--- src/hdl/process_table_scheduler_unit_defines.svh ---
// assertion macros shared by the process table scheduler rtl
`ifndef PROCESS_TABLE_SCHEDULER_UNIT_DEFINES_SVH
`define PROCESS_TABLE_SCHEDULER_UNIT_DEFINES_SVH

// same-cycle implication, sampled on clk, off while rst is high
`define PTS_ASSERT_IMP(lbl, ante, cons, msg) \
  lbl: assert property (@(posedge clk) disable iff (rst) (ante) |-> (cons)) \
    else $error(msg);

// next-cycle implication, sampled on clk, off while rst is high
`define PTS_ASSERT_NXT(lbl, ante, cons, msg) \
  lbl: assert property (@(posedge clk) disable iff (rst) (ante) |=> (cons)) \
    else $error(msg);

`endif

--- src/hdl/pts_pkg.sv ---
// shared types and constants of the process table scheduler
package pts_pkg;

  localparam int NUM_SLOTS_DEF = 64;
  localparam int PID_BITS_DEF  = 16;
  localparam int CHAN_BITS_DEF = 16;

  localparam int OPCODE_W  = 4;
  localparam int SLOT_W    = 6;
  localparam int CHANNEL_W = 16;
  localparam int TPID_W    = 16;
  localparam int STATUS_W  = 2;
  localparam int OUT_PID_W = 16;

  // slot lifecycle states
  localparam logic [2:0] ST_UNUSED   = 3'd0;
  localparam logic [2:0] ST_EMBRYO   = 3'd1;
  localparam logic [2:0] ST_SLEEPING = 3'd2;
  localparam logic [2:0] ST_RUNNABLE = 3'd3;
  localparam logic [2:0] ST_RUNNING  = 3'd4;
  localparam logic [2:0] ST_ZOMBIE   = 3'd5;

  // opcodes
  localparam logic [OPCODE_W-1:0] OP_ALLOC = 4'd0;
  localparam logic [OPCODE_W-1:0] OP_MKRUN = 4'd1;
  localparam logic [OPCODE_W-1:0] OP_SCHED = 4'd2;
  localparam logic [OPCODE_W-1:0] OP_YIELD = 4'd3;
  localparam logic [OPCODE_W-1:0] OP_SLEEP = 4'd4;
  localparam logic [OPCODE_W-1:0] OP_WAKE  = 4'd5;
  localparam logic [OPCODE_W-1:0] OP_KILL  = 4'd6;
  localparam logic [OPCODE_W-1:0] OP_EXIT  = 4'd7;
  localparam logic [OPCODE_W-1:0] OP_WAIT  = 4'd8;

  // result status
  localparam logic [STATUS_W-1:0] STAT_OK      = 2'd0;
  localparam logic [STATUS_W-1:0] STAT_NONE    = 2'd1;
  localparam logic [STATUS_W-1:0] STAT_SLEEP   = 2'd2;
  localparam logic [STATUS_W-1:0] STAT_REFUSED = 2'd3;

  // update applied to the entry read in the previous cycle
  typedef enum logic [3:0] {
    M_NONE,
    M_ALLOC,
    M_SCHED,
    M_WAKE,
    M_EXIT,
    M_REPAR,
    M_KILL,
    M_REAP,
    M_MKRUN,
    M_YIELD,
    M_SLEEP,
    M_ZOMB
  } mode_t;

  typedef struct packed {
    logic  rd_en;
    logic  clr;
    mode_t mode;
  } cmd_t;

  typedef struct packed {
    logic vld;
    logic is_unused;
    logic is_embryo;
    logic is_sleeping;
    logic is_runnable;
    logic is_running;
    logic is_zombie;
    logic pid_match;
    logic parent_match;
    logic killed;
  } flags_t;

endpackage

--- src/hdl/pts_table.sv ---
// process table memory with read-modify-write update of one entry per cycle
module pts_table #(
  parameter int NUM_SLOTS = pts_pkg::NUM_SLOTS_DEF,
  parameter int PID_BITS  = pts_pkg::PID_BITS_DEF,
  parameter int CHAN_BITS = pts_pkg::CHAN_BITS_DEF,
  localparam int SW = $clog2(NUM_SLOTS),
  localparam int PW = $clog2(NUM_SLOTS + 1)
) (
  input  logic                 clk,
  input  logic                 rst,
  input  pts_pkg::cmd_t        cmd,
  input  logic [SW-1:0]        addr,
  input  logic [CHAN_BITS-1:0] key_chan,
  input  logic [PID_BITS-1:0]  key_pid,
  input  logic [PW-1:0]        key_slot,
  input  logic [PW-1:0]        new_parent,
  input  logic [PID_BITS-1:0]  new_pid,
  output pts_pkg::flags_t      flags,
  output logic [SW-1:0]        ent_addr,
  output logic [PID_BITS-1:0]  ent_pid,
  output logic [PW-1:0]        ent_parent
);

  localparam int O_PID  = 3;
  localparam int O_PAR  = O_PID + PID_BITS;
  localparam int O_CHAN = O_PAR + PW;
  localparam int O_KIL  = O_CHAN + CHAN_BITS;
  localparam int O_JW   = O_KIL + 1;
  localparam int EW     = O_JW + 1;
  localparam logic [PW-1:0] NONE_PAR = PW'(NUM_SLOTS);

  logic [EW-1:0] mem [NUM_SLOTS];
  logic [EW-1:0] rdata;
  logic [SW-1:0] raddr;
  logic          vld;

  logic [2:0]           cur_state;
  logic [PID_BITS-1:0]  cur_pid;
  logic [PW-1:0]        cur_par;
  logic [CHAN_BITS-1:0] cur_chan;
  logic                 cur_kil;
  logic                 cur_jw;

  logic [2:0]           n_state;
  logic [PID_BITS-1:0]  n_pid;
  logic [PW-1:0]        n_par;
  logic [CHAN_BITS-1:0] n_chan;
  logic                 n_kil;
  logic                 n_jw;
  logic                 we;
  logic [SW-1:0]        waddr;
  logic                 chan_hit;

  always_ff @(posedge clk) begin
    if (cmd.rd_en) begin
      rdata <= mem[addr];
      raddr <= addr;
    end
    if (we) begin
      mem[waddr] <= {n_jw, n_kil, n_chan, n_par, n_pid, n_state};
    end
  end

  always_ff @(posedge clk) begin
    if (rst) begin
      vld <= 1'b0;
    end else begin
      vld <= cmd.rd_en;
    end
  end

  assign cur_state = rdata[2:0];
  assign cur_pid   = rdata[O_PID +: PID_BITS];
  assign cur_par   = rdata[O_PAR +: PW];
  assign cur_chan  = rdata[O_CHAN +: CHAN_BITS];
  assign cur_kil   = rdata[O_KIL];
  assign cur_jw    = rdata[O_JW];
  assign chan_hit  = (cur_state == pts_pkg::ST_SLEEPING) && (cur_chan == key_chan);

  assign flags.vld          = vld;
  assign flags.is_unused    = (cur_state == pts_pkg::ST_UNUSED);
  assign flags.is_embryo    = (cur_state == pts_pkg::ST_EMBRYO);
  assign flags.is_sleeping  = (cur_state == pts_pkg::ST_SLEEPING);
  assign flags.is_runnable  = (cur_state == pts_pkg::ST_RUNNABLE);
  assign flags.is_running   = (cur_state == pts_pkg::ST_RUNNING);
  assign flags.is_zombie    = (cur_state == pts_pkg::ST_ZOMBIE);
  assign flags.pid_match    = (cur_pid == key_pid);
  assign flags.parent_match = (cur_par == key_slot);
  assign flags.killed       = cur_kil;
  assign ent_addr   = raddr;
  assign ent_pid    = cur_pid;
  assign ent_parent = cur_par;

  always_comb begin
    n_state = cur_state;
    n_pid   = cur_pid;
    n_par   = cur_par;
    n_chan  = cur_chan;
    n_kil   = cur_kil;
    n_jw    = cur_jw;
    we      = 1'b0;
    waddr   = raddr;
    if (cmd.clr) begin
      we      = 1'b1;
      waddr   = addr;
      n_state = pts_pkg::ST_UNUSED;
      n_pid   = '0;
      n_par   = NONE_PAR;
      n_chan  = '0;
      n_kil   = 1'b0;
      n_jw    = 1'b0;
    end else if (vld) begin
      case (cmd.mode)
        pts_pkg::M_ALLOC: begin
          if (flags.is_unused) begin
            we      = 1'b1;
            n_state = pts_pkg::ST_EMBRYO;
            n_pid   = new_pid;
            n_par   = key_slot;
            n_chan  = '0;
            n_kil   = 1'b0;
            n_jw    = 1'b0;
          end
        end
        pts_pkg::M_SCHED: begin
          if (flags.is_runnable) begin
            we      = 1'b1;
            n_state = pts_pkg::ST_RUNNING;
          end
        end
        pts_pkg::M_WAKE: begin
          if (chan_hit) begin
            we      = 1'b1;
            n_state = pts_pkg::ST_RUNNABLE;
            n_jw    = 1'b1;
          end
        end
        pts_pkg::M_EXIT, pts_pkg::M_REPAR: begin
          if (cmd.mode == pts_pkg::M_EXIT && chan_hit) begin
            we      = 1'b1;
            n_state = pts_pkg::ST_RUNNABLE;
            n_jw    = 1'b1;
          end
          if (flags.parent_match) begin
            we    = 1'b1;
            n_par = new_parent;
          end
        end
        pts_pkg::M_KILL: begin
          if (flags.pid_match) begin
            we    = 1'b1;
            n_kil = 1'b1;
            if (flags.is_sleeping) begin
              n_state = pts_pkg::ST_RUNNABLE;
            end
          end
        end
        pts_pkg::M_REAP: begin
          if (flags.parent_match && flags.is_zombie) begin
            we      = 1'b1;
            n_state = pts_pkg::ST_UNUSED;
            n_pid   = '0;
            n_par   = NONE_PAR;
            n_chan  = '0;
            n_kil   = 1'b0;
            n_jw    = 1'b0;
          end
        end
        pts_pkg::M_MKRUN: begin
          if (flags.is_embryo) begin
            we      = 1'b1;
            n_state = pts_pkg::ST_RUNNABLE;
          end
        end
        pts_pkg::M_YIELD: begin
          if (flags.is_running) begin
            we      = 1'b1;
            n_state = pts_pkg::ST_RUNNABLE;
          end
        end
        pts_pkg::M_SLEEP: begin
          if (flags.is_running) begin
            we      = 1'b1;
            n_state = pts_pkg::ST_SLEEPING;
            n_chan  = key_chan;
          end
        end
        pts_pkg::M_ZOMB: begin
          we      = 1'b1;
          n_state = pts_pkg::ST_ZOMBIE;
        end
        default: begin
        end
      endcase
    end
  end

endmodule

--- src/hdl/process_table_scheduler_unit.sv ---
// process table scheduler top level: handshakes, sequencer and result register
//
//  channel   dir  handshake                 payload
//  s_axis    in   s_axis_tvalid/tready      opcode, slot, channel, target_pid
//  m_axis    out  m_axis_tvalid/tready      status, out_slot, out_pid
//  cfg       in   cfg_valid/cfg_ready       init_slot
//
// one item at a time; an item that touches one slot reads it, then updates it,
// a table scan reads the slots in turn, a wait that sleeps and an exit end by
// reading and writing their own slot, and exit with a zombie child can scan twice
// the scans are bound by the single read port of the table memory
// after reset a clearing pass writes every slot, no input taken
// the result register lets the next item enter while a result waits on m_axis
`include "process_table_scheduler_unit_defines.svh"

module process_table_scheduler_unit #(
  parameter int NUM_SLOTS = pts_pkg::NUM_SLOTS_DEF,
  parameter int PID_BITS  = pts_pkg::PID_BITS_DEF,
  parameter int CHAN_BITS = pts_pkg::CHAN_BITS_DEF
) (
  input  logic        clk,
  input  logic        rst,
  input  logic        s_axis_tvalid,
  output logic        s_axis_tready,
  input  logic [47:0] s_axis_tdata,   // opcode[3:0] slot[9:4] channel[25:10] target_pid[41:26]
  output logic        m_axis_tvalid,
  input  logic        m_axis_tready,
  output logic [23:0] m_axis_tdata,   // status[1:0] out_slot[7:2] out_pid[23:8]
  input  logic        cfg_valid,
  output logic        cfg_ready,
  input  logic [5:0]  cfg_data        // init_slot
);

  localparam int SW = $clog2(NUM_SLOTS);
  localparam int PW = $clog2(NUM_SLOTS + 1);
  localparam int CW = PW;
  localparam logic [PW-1:0] NONE_PAR = PW'(NUM_SLOTS);

  // sequencer states
  localparam logic [2:0] S_CLEAR = 3'd0;
  localparam logic [2:0] S_IDLE  = 3'd1;
  localparam logic [2:0] S_RDS   = 3'd2;
  localparam logic [2:0] S_CHKS  = 3'd3;
  localparam logic [2:0] S_SCAN  = 3'd4;
  localparam logic [2:0] S_FRD   = 3'd5;
  localparam logic [2:0] S_FWR   = 3'd6;
  localparam logic [2:0] S_FIN   = 3'd7;

  // input fields
  logic [pts_pkg::OPCODE_W-1:0]  in_opcode;
  logic [pts_pkg::SLOT_W-1:0]    in_slot;
  logic [pts_pkg::CHANNEL_W-1:0] in_channel;
  logic [pts_pkg::TPID_W-1:0]    in_tpid;
  logic [PID_BITS-1:0]           in_tpid_m;
  logic                          in_slot_ok;

  // control registers
  logic [2:0]               st;
  logic [CW-1:0]            cnt;
  logic                     pass2;
  logic                     kids;
  logic                     zflag;
  logic [PID_BITS-1:0]      next_pid;
  logic [SW-1:0]            scan_pos;
  logic [pts_pkg::SLOT_W-1:0] init_slot;

  // item registers
  logic [pts_pkg::OPCODE_W-1:0]  op_q;
  logic [pts_pkg::SLOT_W-1:0]    slot_q;
  logic [CHAN_BITS-1:0]          chan_q;
  logic [PID_BITS-1:0]           tpid_q;
  logic                          killed_q;
  logic [PW-1:0]                 parent_q;
  logic [pts_pkg::STATUS_W-1:0]  status_q;
  logic [pts_pkg::SLOT_W-1:0]    oslot_q;
  logic [pts_pkg::OUT_PID_W-1:0] opid_q;

  // table interface
  pts_pkg::cmd_t        cmd;
  pts_pkg::flags_t      flags;
  logic [SW-1:0]        tbl_addr;
  logic [CHAN_BITS-1:0] key_chan;
  logic [PW-1:0]        key_slot;
  logic [PW-1:0]        new_parent;
  logic [SW-1:0]        ent_addr;
  logic [PID_BITS-1:0]  ent_pid;
  logic [PW-1:0]        ent_parent;

  // derived
  logic [SW-1:0]   s_addr;
  logic            init_ok;
  logic [CW:0]     sched_sum;
  logic [SW-1:0]   sched_addr;
  pts_pkg::mode_t  scan_mode;
  pts_pkg::mode_t  chk_mode;
  logic            term;
  logic            hit_now;
  logic            scan_last;
  logic            kids_any;
  logic            zflag_any;

  assign in_opcode  = s_axis_tdata[3:0];
  assign in_slot    = s_axis_tdata[9:4];
  assign in_channel = s_axis_tdata[25:10];
  assign in_tpid    = s_axis_tdata[41:26];
  assign in_tpid_m  = PID_BITS'(in_tpid);
  assign in_slot_ok = (32'(in_slot) < NUM_SLOTS);

  assign s_axis_tready = (st == S_IDLE);
  assign cfg_ready     = 1'b1;

  assign s_addr     = SW'(slot_q);
  assign init_ok    = (32'(init_slot) < NUM_SLOTS);
  assign new_parent = init_ok ? PW'(init_slot) : NONE_PAR;
  assign key_slot   = PW'(slot_q);

  // round robin start point, wrapped with one compare and subtract
  assign sched_sum  = (CW + 1)'(scan_pos) + (CW + 1)'(cnt);
  assign sched_addr = (sched_sum >= (CW + 1)'(NUM_SLOTS)) ?
                      SW'(sched_sum - (CW + 1)'(NUM_SLOTS)) : SW'(sched_sum);

  // wait channel compared during scans and written on sleep
  always_comb begin
    case (op_q)
      pts_pkg::OP_EXIT: key_chan = pass2 ? CHAN_BITS'(init_slot) : CHAN_BITS'(parent_q);
      pts_pkg::OP_WAIT: key_chan = CHAN_BITS'(slot_q);
      default:          key_chan = chan_q;
    endcase
  end

  always_comb begin
    case (op_q)
      pts_pkg::OP_ALLOC: scan_mode = pts_pkg::M_ALLOC;
      pts_pkg::OP_SCHED: scan_mode = pts_pkg::M_SCHED;
      pts_pkg::OP_WAKE:  scan_mode = pts_pkg::M_WAKE;
      pts_pkg::OP_KILL:  scan_mode = pts_pkg::M_KILL;
      pts_pkg::OP_EXIT: begin
        // second pass wakes init; first pass wakes the parent unless there is none
        if (pass2) begin
          scan_mode = pts_pkg::M_WAKE;
        end else if (parent_q == NONE_PAR) begin
          scan_mode = pts_pkg::M_REPAR;
        end else begin
          scan_mode = pts_pkg::M_EXIT;
        end
      end
      pts_pkg::OP_WAIT:  scan_mode = pts_pkg::M_REAP;
      default:           scan_mode = pts_pkg::M_NONE;
    endcase
  end

  always_comb begin
    case (op_q)
      pts_pkg::OP_MKRUN: chk_mode = pts_pkg::M_MKRUN;
      pts_pkg::OP_YIELD: chk_mode = pts_pkg::M_YIELD;
      pts_pkg::OP_SLEEP: chk_mode = pts_pkg::M_SLEEP;
      default:           chk_mode = pts_pkg::M_NONE;
    endcase
  end

  // scans that stop at the first matching slot
  always_comb begin
    case (op_q)
      pts_pkg::OP_ALLOC: term = flags.is_unused;
      pts_pkg::OP_SCHED: term = flags.is_runnable;
      pts_pkg::OP_KILL:  term = flags.pid_match;
      pts_pkg::OP_WAIT:  term = flags.parent_match && flags.is_zombie;
      default:           term = 1'b0;
    endcase
  end

  assign hit_now   = (st == S_SCAN) && flags.vld && term;
  // last read was issued as cnt reached NUM_SLOTS, its data shows up now
  assign scan_last = hit_now || ((cnt == CW'(NUM_SLOTS)) && flags.vld);
  assign kids_any  = kids || (flags.vld && flags.parent_match);
  assign zflag_any = zflag || (flags.vld && flags.parent_match && flags.is_zombie);

  // table command: at most one read issued and one entry updated per cycle
  always_comb begin
    cmd.rd_en = 1'b0;
    cmd.clr   = 1'b0;
    cmd.mode  = pts_pkg::M_NONE;
    tbl_addr  = s_addr;
    case (st)
      S_CLEAR: begin
        cmd.clr  = 1'b1;
        tbl_addr = cnt[SW-1:0];
      end
      S_RDS, S_FRD: begin
        cmd.rd_en = 1'b1;
      end
      S_CHKS: begin
        cmd.mode = chk_mode;
      end
      S_SCAN: begin
        // no read past a hit, so no stale entry reaches the next state
        cmd.rd_en = (cnt < CW'(NUM_SLOTS)) && !hit_now;
        cmd.mode  = scan_mode;
        tbl_addr  = (op_q == pts_pkg::OP_SCHED) ? sched_addr : cnt[SW-1:0];
      end
      S_FWR: begin
        cmd.mode = (op_q == pts_pkg::OP_EXIT) ? pts_pkg::M_ZOMB : pts_pkg::M_SLEEP;
      end
      default: begin
      end
    endcase
  end

  pts_table #(
    .NUM_SLOTS (NUM_SLOTS),
    .PID_BITS  (PID_BITS),
    .CHAN_BITS (CHAN_BITS)
  ) u_table (
    .clk        (clk),
    .rst        (rst),
    .cmd        (cmd),
    .addr       (tbl_addr),
    .key_chan   (key_chan),
    .key_pid    (tpid_q),
    .key_slot   (key_slot),
    .new_parent (new_parent),
    .new_pid    (next_pid),
    .flags      (flags),
    .ent_addr   (ent_addr),
    .ent_pid    (ent_pid),
    .ent_parent (ent_parent)
  );

  always_ff @(posedge clk) begin
    if (rst) begin
      st            <= S_CLEAR;
      cnt           <= '0;
      pass2         <= 1'b0;
      kids          <= 1'b0;
      zflag         <= 1'b0;
      next_pid      <= PID_BITS'(1);
      scan_pos      <= '0;
      init_slot     <= '0;
      m_axis_tvalid <= 1'b0;
    end else begin
      if (cfg_valid && cfg_ready) begin
        init_slot <= cfg_data;
      end
      // in the finish state the result register load below takes care of it
      if (m_axis_tready && (st != S_FIN)) begin
        m_axis_tvalid <= 1'b0;
      end
      case (st)
        S_CLEAR: begin
          if (cnt == CW'(NUM_SLOTS - 1)) begin
            cnt <= '0;
            st  <= S_IDLE;
          end else begin
            cnt <= cnt + CW'(1);
          end
        end
        S_IDLE: begin
          if (s_axis_tvalid) begin
            op_q     <= in_opcode;
            slot_q   <= in_slot;
            chan_q   <= CHAN_BITS'(in_channel);
            tpid_q   <= in_tpid_m;
            oslot_q  <= '0;
            opid_q   <= '0;
            cnt      <= '0;
            pass2    <= 1'b0;
            kids     <= 1'b0;
            zflag    <= 1'b0;
            // pid zero never matches
            status_q <= ((in_opcode == pts_pkg::OP_KILL) && (in_tpid_m == '0)) ?
                        pts_pkg::STAT_NONE : pts_pkg::STAT_REFUSED;
            case (in_opcode)
              pts_pkg::OP_ALLOC: st <= in_slot_ok ? S_SCAN : S_FIN;
              pts_pkg::OP_MKRUN, pts_pkg::OP_YIELD, pts_pkg::OP_SLEEP,
              pts_pkg::OP_EXIT, pts_pkg::OP_WAIT: st <= in_slot_ok ? S_RDS : S_FIN;
              pts_pkg::OP_SCHED, pts_pkg::OP_WAKE: st <= S_SCAN;
              pts_pkg::OP_KILL: st <= (in_tpid_m == '0) ? S_FIN : S_SCAN;
              default: st <= S_FIN;
            endcase
          end
        end
        S_RDS: begin
          st <= S_CHKS;
        end
        S_CHKS: begin
          case (op_q)
            pts_pkg::OP_MKRUN: begin
              status_q <= flags.is_embryo ? pts_pkg::STAT_OK : pts_pkg::STAT_REFUSED;
              st       <= S_FIN;
            end
            pts_pkg::OP_YIELD: begin
              status_q <= flags.is_running ? pts_pkg::STAT_OK : pts_pkg::STAT_REFUSED;
              st       <= S_FIN;
            end
            pts_pkg::OP_SLEEP: begin
              status_q <= flags.is_running ? pts_pkg::STAT_SLEEP : pts_pkg::STAT_REFUSED;
              st       <= S_FIN;
            end
            pts_pkg::OP_EXIT: begin
              // init may not exit
              if (flags.is_running && (slot_q != init_slot)) begin
                parent_q <= ent_parent;
                st       <= S_SCAN;
              end else begin
                st <= S_FIN;
              end
            end
            pts_pkg::OP_WAIT: begin
              if (flags.is_running) begin
                killed_q <= flags.killed;
                st       <= S_SCAN;
              end else begin
                st <= S_FIN;
              end
            end
            default: begin
              st <= S_FIN;
            end
          endcase
        end
        S_SCAN: begin
          if (cmd.rd_en) begin
            cnt <= cnt + CW'(1);
          end
          if (flags.vld) begin
            kids <= kids_any;
            if (!pass2) begin
              zflag <= zflag_any;
            end
          end
          if (scan_last) begin
            case (op_q)
              pts_pkg::OP_ALLOC: begin
                st <= S_FIN;
                if (hit_now) begin
                  status_q <= pts_pkg::STAT_OK;
                  oslot_q  <= pts_pkg::SLOT_W'(ent_addr);
                  opid_q   <= pts_pkg::OUT_PID_W'(next_pid);
                  // pid wraps to one, never zero
                  next_pid <= (next_pid == '1) ? PID_BITS'(1) : next_pid + PID_BITS'(1);
                end else begin
                  status_q <= pts_pkg::STAT_NONE;
                end
              end
              pts_pkg::OP_SCHED: begin
                st <= S_FIN;
                if (hit_now) begin
                  status_q <= pts_pkg::STAT_OK;
                  oslot_q  <= pts_pkg::SLOT_W'(ent_addr);
                  scan_pos <= (ent_addr == SW'(NUM_SLOTS - 1)) ? '0 : ent_addr + SW'(1);
                end else begin
                  status_q <= pts_pkg::STAT_NONE;
                end
              end
              pts_pkg::OP_KILL: begin
                st       <= S_FIN;
                status_q <= hit_now ? pts_pkg::STAT_OK : pts_pkg::STAT_NONE;
              end
              pts_pkg::OP_WAKE: begin
                st       <= S_FIN;
                status_q <= pts_pkg::STAT_OK;
              end
              pts_pkg::OP_EXIT: begin
                // a zombie among the adopted children wakes init in a second pass
                if (!pass2 && zflag_any && init_ok) begin
                  pass2 <= 1'b1;
                  cnt   <= '0;
                  st    <= S_SCAN;
                end else begin
                  st <= S_FRD;
                end
              end
              pts_pkg::OP_WAIT: begin
                if (hit_now) begin
                  status_q <= pts_pkg::STAT_OK;
                  oslot_q  <= pts_pkg::SLOT_W'(ent_addr);
                  opid_q   <= pts_pkg::OUT_PID_W'(ent_pid);
                  st       <= S_FIN;
                end else if (!kids_any || killed_q) begin
                  status_q <= pts_pkg::STAT_NONE;
                  st       <= S_FIN;
                end else begin
                  st <= S_FRD;
                end
              end
              default: begin
                st <= S_FIN;
              end
            endcase
          end
        end
        S_FRD: begin
          st <= S_FWR;
        end
        S_FWR: begin
          status_q <= (op_q == pts_pkg::OP_EXIT) ? pts_pkg::STAT_OK : pts_pkg::STAT_SLEEP;
          st       <= S_FIN;
        end
        S_FIN: begin
          // hold until the result register is free or being emptied
          if (!m_axis_tvalid || m_axis_tready) begin
            m_axis_tvalid <= 1'b1;
            m_axis_tdata  <= {opid_q, oslot_q, status_q};
            st            <= S_IDLE;
          end
        end
        default: begin
          st <= S_IDLE;
        end
      endcase
    end
  end

  `PTS_ASSERT_NXT(a_accept_leaves_idle, s_axis_tvalid && s_axis_tready, st != S_IDLE, "accepted item did not start")
  `PTS_ASSERT_IMP(a_result_from_fin, $rose(m_axis_tvalid), $past(st) == S_FIN, "result loaded outside finish")
  `PTS_ASSERT_IMP(a_read_data_expected, flags.vld, (st == S_CHKS) || (st == S_SCAN) || (st == S_FWR), "table data arrived in wrong state")
  `PTS_ASSERT_IMP(a_scan_pos_range, st != S_CLEAR, 32'(scan_pos) < NUM_SLOTS, "scan position out of range")

endmodule
--- config.mk ---
export PLATFORM = sky130hd
export DESIGN_NAME = process_table_scheduler_unit
export DESIGN_NICKNAME = d
export VERILOG_FILES = /design/src/hdl/pts_pkg.sv /design/src/hdl/pts_table.sv /design/src/hdl/process_table_scheduler_unit.sv
export VERILOG_INCLUDE_DIRS = /design/src /design/src/hdl
export SDC_FILE = /design/constraint.sdc
export NUM_CORES = 2
export LEC_CHECK = 0
export BUFFER_PORTS_ARGS = -buffer_cell sky130_fd_sc_hd__buf_2
export CAP_MARGIN = 40
export CORE_ASPECT_RATIO = 2
export CORE_UTILIZATION = 55
export DETAILED_ROUTE_END_ITERATION = 12
export GPL_TIMING_DRIVEN = 0
export HOLD_SLACK_MARGIN = 0.06
export PLACE_DENSITY_LB_ADDON = 0.12
export SYNTH_ARGS = -nofsm -noshare
export SYNTH_HDL_FRONTEND = slang
export SYNTH_SLANG_ARGS = --single-unit
--- constraint.sdc ---
create_clock -name clk -period 9.3 [get_ports clk]
set_input_delay 0.93 -clock clk [delete_from_list [all_inputs] [get_ports clk]]
set_output_delay 0.93 -clock clk [all_outputs]
set_load 0.005 [all_outputs]
==> impl_results.md <==
- Routed wl met3: 37,800 um
- Measured slew at the worst slew-check pin: ~1.1 ns
- Critical path type: flop to flop
- Achievable Freq: around 140 MHz
- 1st-iter DRT viols: roughly 9.2k
- Syn_nets: 6,180
- Htree depth: 4
- Fill cell count: ~14k
- Highest Signal Layer: met5
- #FFs+latches synth: roughly 2.9k
- Max cap viols: 0
- Endpoint type of the worst setup path: flop
- Post-DRT Antenna Nets: 0
- Setup violations, final: 0
- Synth area leaders: edfxtp_1 75%, mux4_2 9.1%, mux2i_1 2.3%
- Std cell rows: roughly 240
- Met2 WL: roughly 200,000 um
- Data arrival, critical path: just under 8 ns
- DRC: 0
- Largest family of logic cells by synthesized area: multiplexers
- Port bufs: 77
- Fraction of registers with async set/reset: 0
- GP Congestion: about 1.1
- CTS sink count: approximately 2.9k
- Met1 wire length: roughly 120,000 um
- Starting Density: 0.554
- Post-Synthesis Cells: 6,110
- Warnings, synthesis: 0
- CTS clk-pin slew, worst paths: about 0.07 ns
- Die area: roughly 0.21 mm2
- Unrepaired setup endpoints after global routing: false
- PD cells: 198 mW/mm2
- Vias in the first global route: around 69k
- Synth Area in Compound Gates: 0.0653
- Total Neg Setup Slack: 0 ns
- First-pass GRT wire length: ~560,000 um
- Leakage: around 0.045 uW
- CTS tree: built
- Top_reg_cell synth: edfxtp_1
- Startpoint type of the worst setup path: flop
- Final slew viol count: 0
- IO Pins: 86
- Register area share after synthesis: 0.761
- Final Critical Period: 7.33 ns
- Adder-Cell Fraction of Synth Area: 0.00126
- Synth-to-Final Area Change: 17.4%
- Vias: just under 70k
- Final core occ: 0.651
- Hold-fix buffers, CTS: 0
- Vias/cell: just under 7
- Layout cells sized above 1: 0.276
- Clk buf depth: 4
- Routed length per instance: 40.3 um
- Largest net degree at the start of global routing: 45
- Clk_lat worst skew: between 0.9 and 1 ns
- Most common cell in the synthesized netlist: edfxtp_1
- Die X: about 330 um
- Period utilization: 0.789
- Rel. slew slack: 0.276
- Critical Path RT: between 9 and 10 ns
- Synth cell count leaders: 2,899 x edfxtp_1, 468 x a21oi_1, 467 x mux4_2
- Clock Skews: approximately 0.064 ns
- Post-synthesis simple-gate area fraction: 0.0348
- Mapped Avg Cell Area: approximately 19 um2
- Yosys top cell by area: edfxtp_1
- Fin Hold WS: 0.163 ns
- Postcts setup bufs: 0
- Root buffer cell: clkbuf_16
- Post-synth top area share: 0.754
- DR pass1 iterations: 8
- XOR/XNOR share of the synthesized area: 0.00394
- Cell Area, Synth: roughly 0.12 mm2
- DRT Wirelength: slightly above 400,000 um
- Die Ht: 650 um
- CORE AREA: 0.208 mm2
- Status: finished, final reports clean
- CTS resizes: 0
- Mux contribution to synthesized area: 0.116
- Worst-path maximum fanout: 10
- Final net count: 7,324
- GRT Overall Usage: 0.392
- Final HPWL DP: around 320,000 um
- Max IR drop VDD: 0.000189 V
- Initial antenna violation count: between 40 and 50
- HP Class: input pin to flop
- Total CTS buffers: roughly 240
- Hold Fails Final Rpt: 0
- Global route overflow: 0
- Post-synth EDFFs: between 2k and 3k
- Yosys cell types: 89
## cell usage in the layout (no fill, tap or decap), drive strengths merged, types with 10 or more instances in the layout
master | synthesis | routed
edfxtp | 2899 | 2899
buf | 203 | 1095
clkbuf | 200 | 501
mux4 | 473 | 473
a21oi | 468 | 468
nand2 | 351 | 351
mux2i | 262 | 262
a221oi | 251 | 251
nor2 | 123 | 123
o22ai | 104 | 104
clkinv | 2 | 101
nor3 | 82 | 82
nor4 | 80 | 80
a211oi | 50 | 50
a22o | 48 | 48
o21ai | 48 | 48
a22oi | 46 | 46
or4 | 45 | 45
dfxtp | 43 | 43
nand3 | 40 | 40
xor2 | 31 | 31
diode | 0 | 26
bufinv | 0 | 25
inv | 15 | 22
xnor2 | 21 | 21
and3 | 18 | 18
nor2b | 15 | 15
nand2b | 13 | 13
clkinvlp | 0 | 13
a31oi | 12 | 12
nand4 | 11 | 11
nand3b | 10 | 10
or3 | 10 | 10
ha | 10 | 10
a32o | 10 | 10
## metal layers
layer | track usage | vias to the layer above
met5 | 0 | -
met4 | 0.371 | 10
met3 | 0.0935 | 1477
met2 | 0.652 | 4411
met1 | 0.404 | 35500
li1 | - | 27700
## critical path: stages (launching register included)
cell and delay [ns]:
edfxtp_1 0.35, buf_2 0.23, buf_1 0.47, nand4b_1 0.65, nand2_1 0.72, a2bb2oi_1 0.39, xnor2_1 0.16, nand4_1 0.23
a2111oi_2 0.49, nor3_2 0.11, buf_4 0.22, clkbuf_1 0.31, nor4_2 1.01, buf_4 0.33, buf_4 0.20, buf_4 0.18
buf_4 0.16, buf_4 0.18, buf_4 0.16, buf_4 0.16, buf_2 0.24
## cell families after synthesis
logic type	after synthesis
flops	2942
compound gates	1114
fa+ha+maj	11
other cells	1
mux	743
xor+xnor	52
buf+inv	420
simple gates	827
## flip-flops by register name (all words and copies together) (netlist names), 16 cells and up
register,count
u_table.mem,2752
u_table.rdata,43
m_axis_tdata,24
chan_q,16
next_pid,16
opid_q,16
tpid_q,16
## power breakdown
part	internal [uW]	switching [uW]
clock network	5610	4760
logic	696	1350
registers	14400	20.8
## cell type report
class                   instances  area [um2]  area share
plain buffers                 403        1980      0.0146
repair buffers                898        7920      0.0584
well taps                    2748        3440      0.0254
multi-input cells            2748       26400       0.195
flip-flops and latches       2942       87900       0.648
clock buffers                 298        6450      0.0476
clock inverters               144        1370      0.0101
inverters                      17        67.6    0.000498
diodes                         26        65.1    0.000480
## stage by stage
stage	setup WS [ns]	cells	total power (uW)	area (um2)
global route	1.97	10200	27400	136000
detailed placement	2.29	9746	16700	128000
finish	1.97	10200	26900	136000
global placement	-6.51	8935	16600	119000
floorplan	1.79	6110	15700	116000
CTS	2.25	10200	26900	135000
## path summary, 6_finish.rpt
path,from,to,slack [ns],cells past startpoint
max,op_q[0],u_table.mem[13][33],1.97,20
min,s_axis_tdata[15],chan_q[5],0.16,1
max reg2reg,op_q[0],u_table.mem[13][33],1.97,20
min reg2reg,oslot_q[0],m_axis_tdata[2],0.42,0
(Power assumes the default switching activity.)
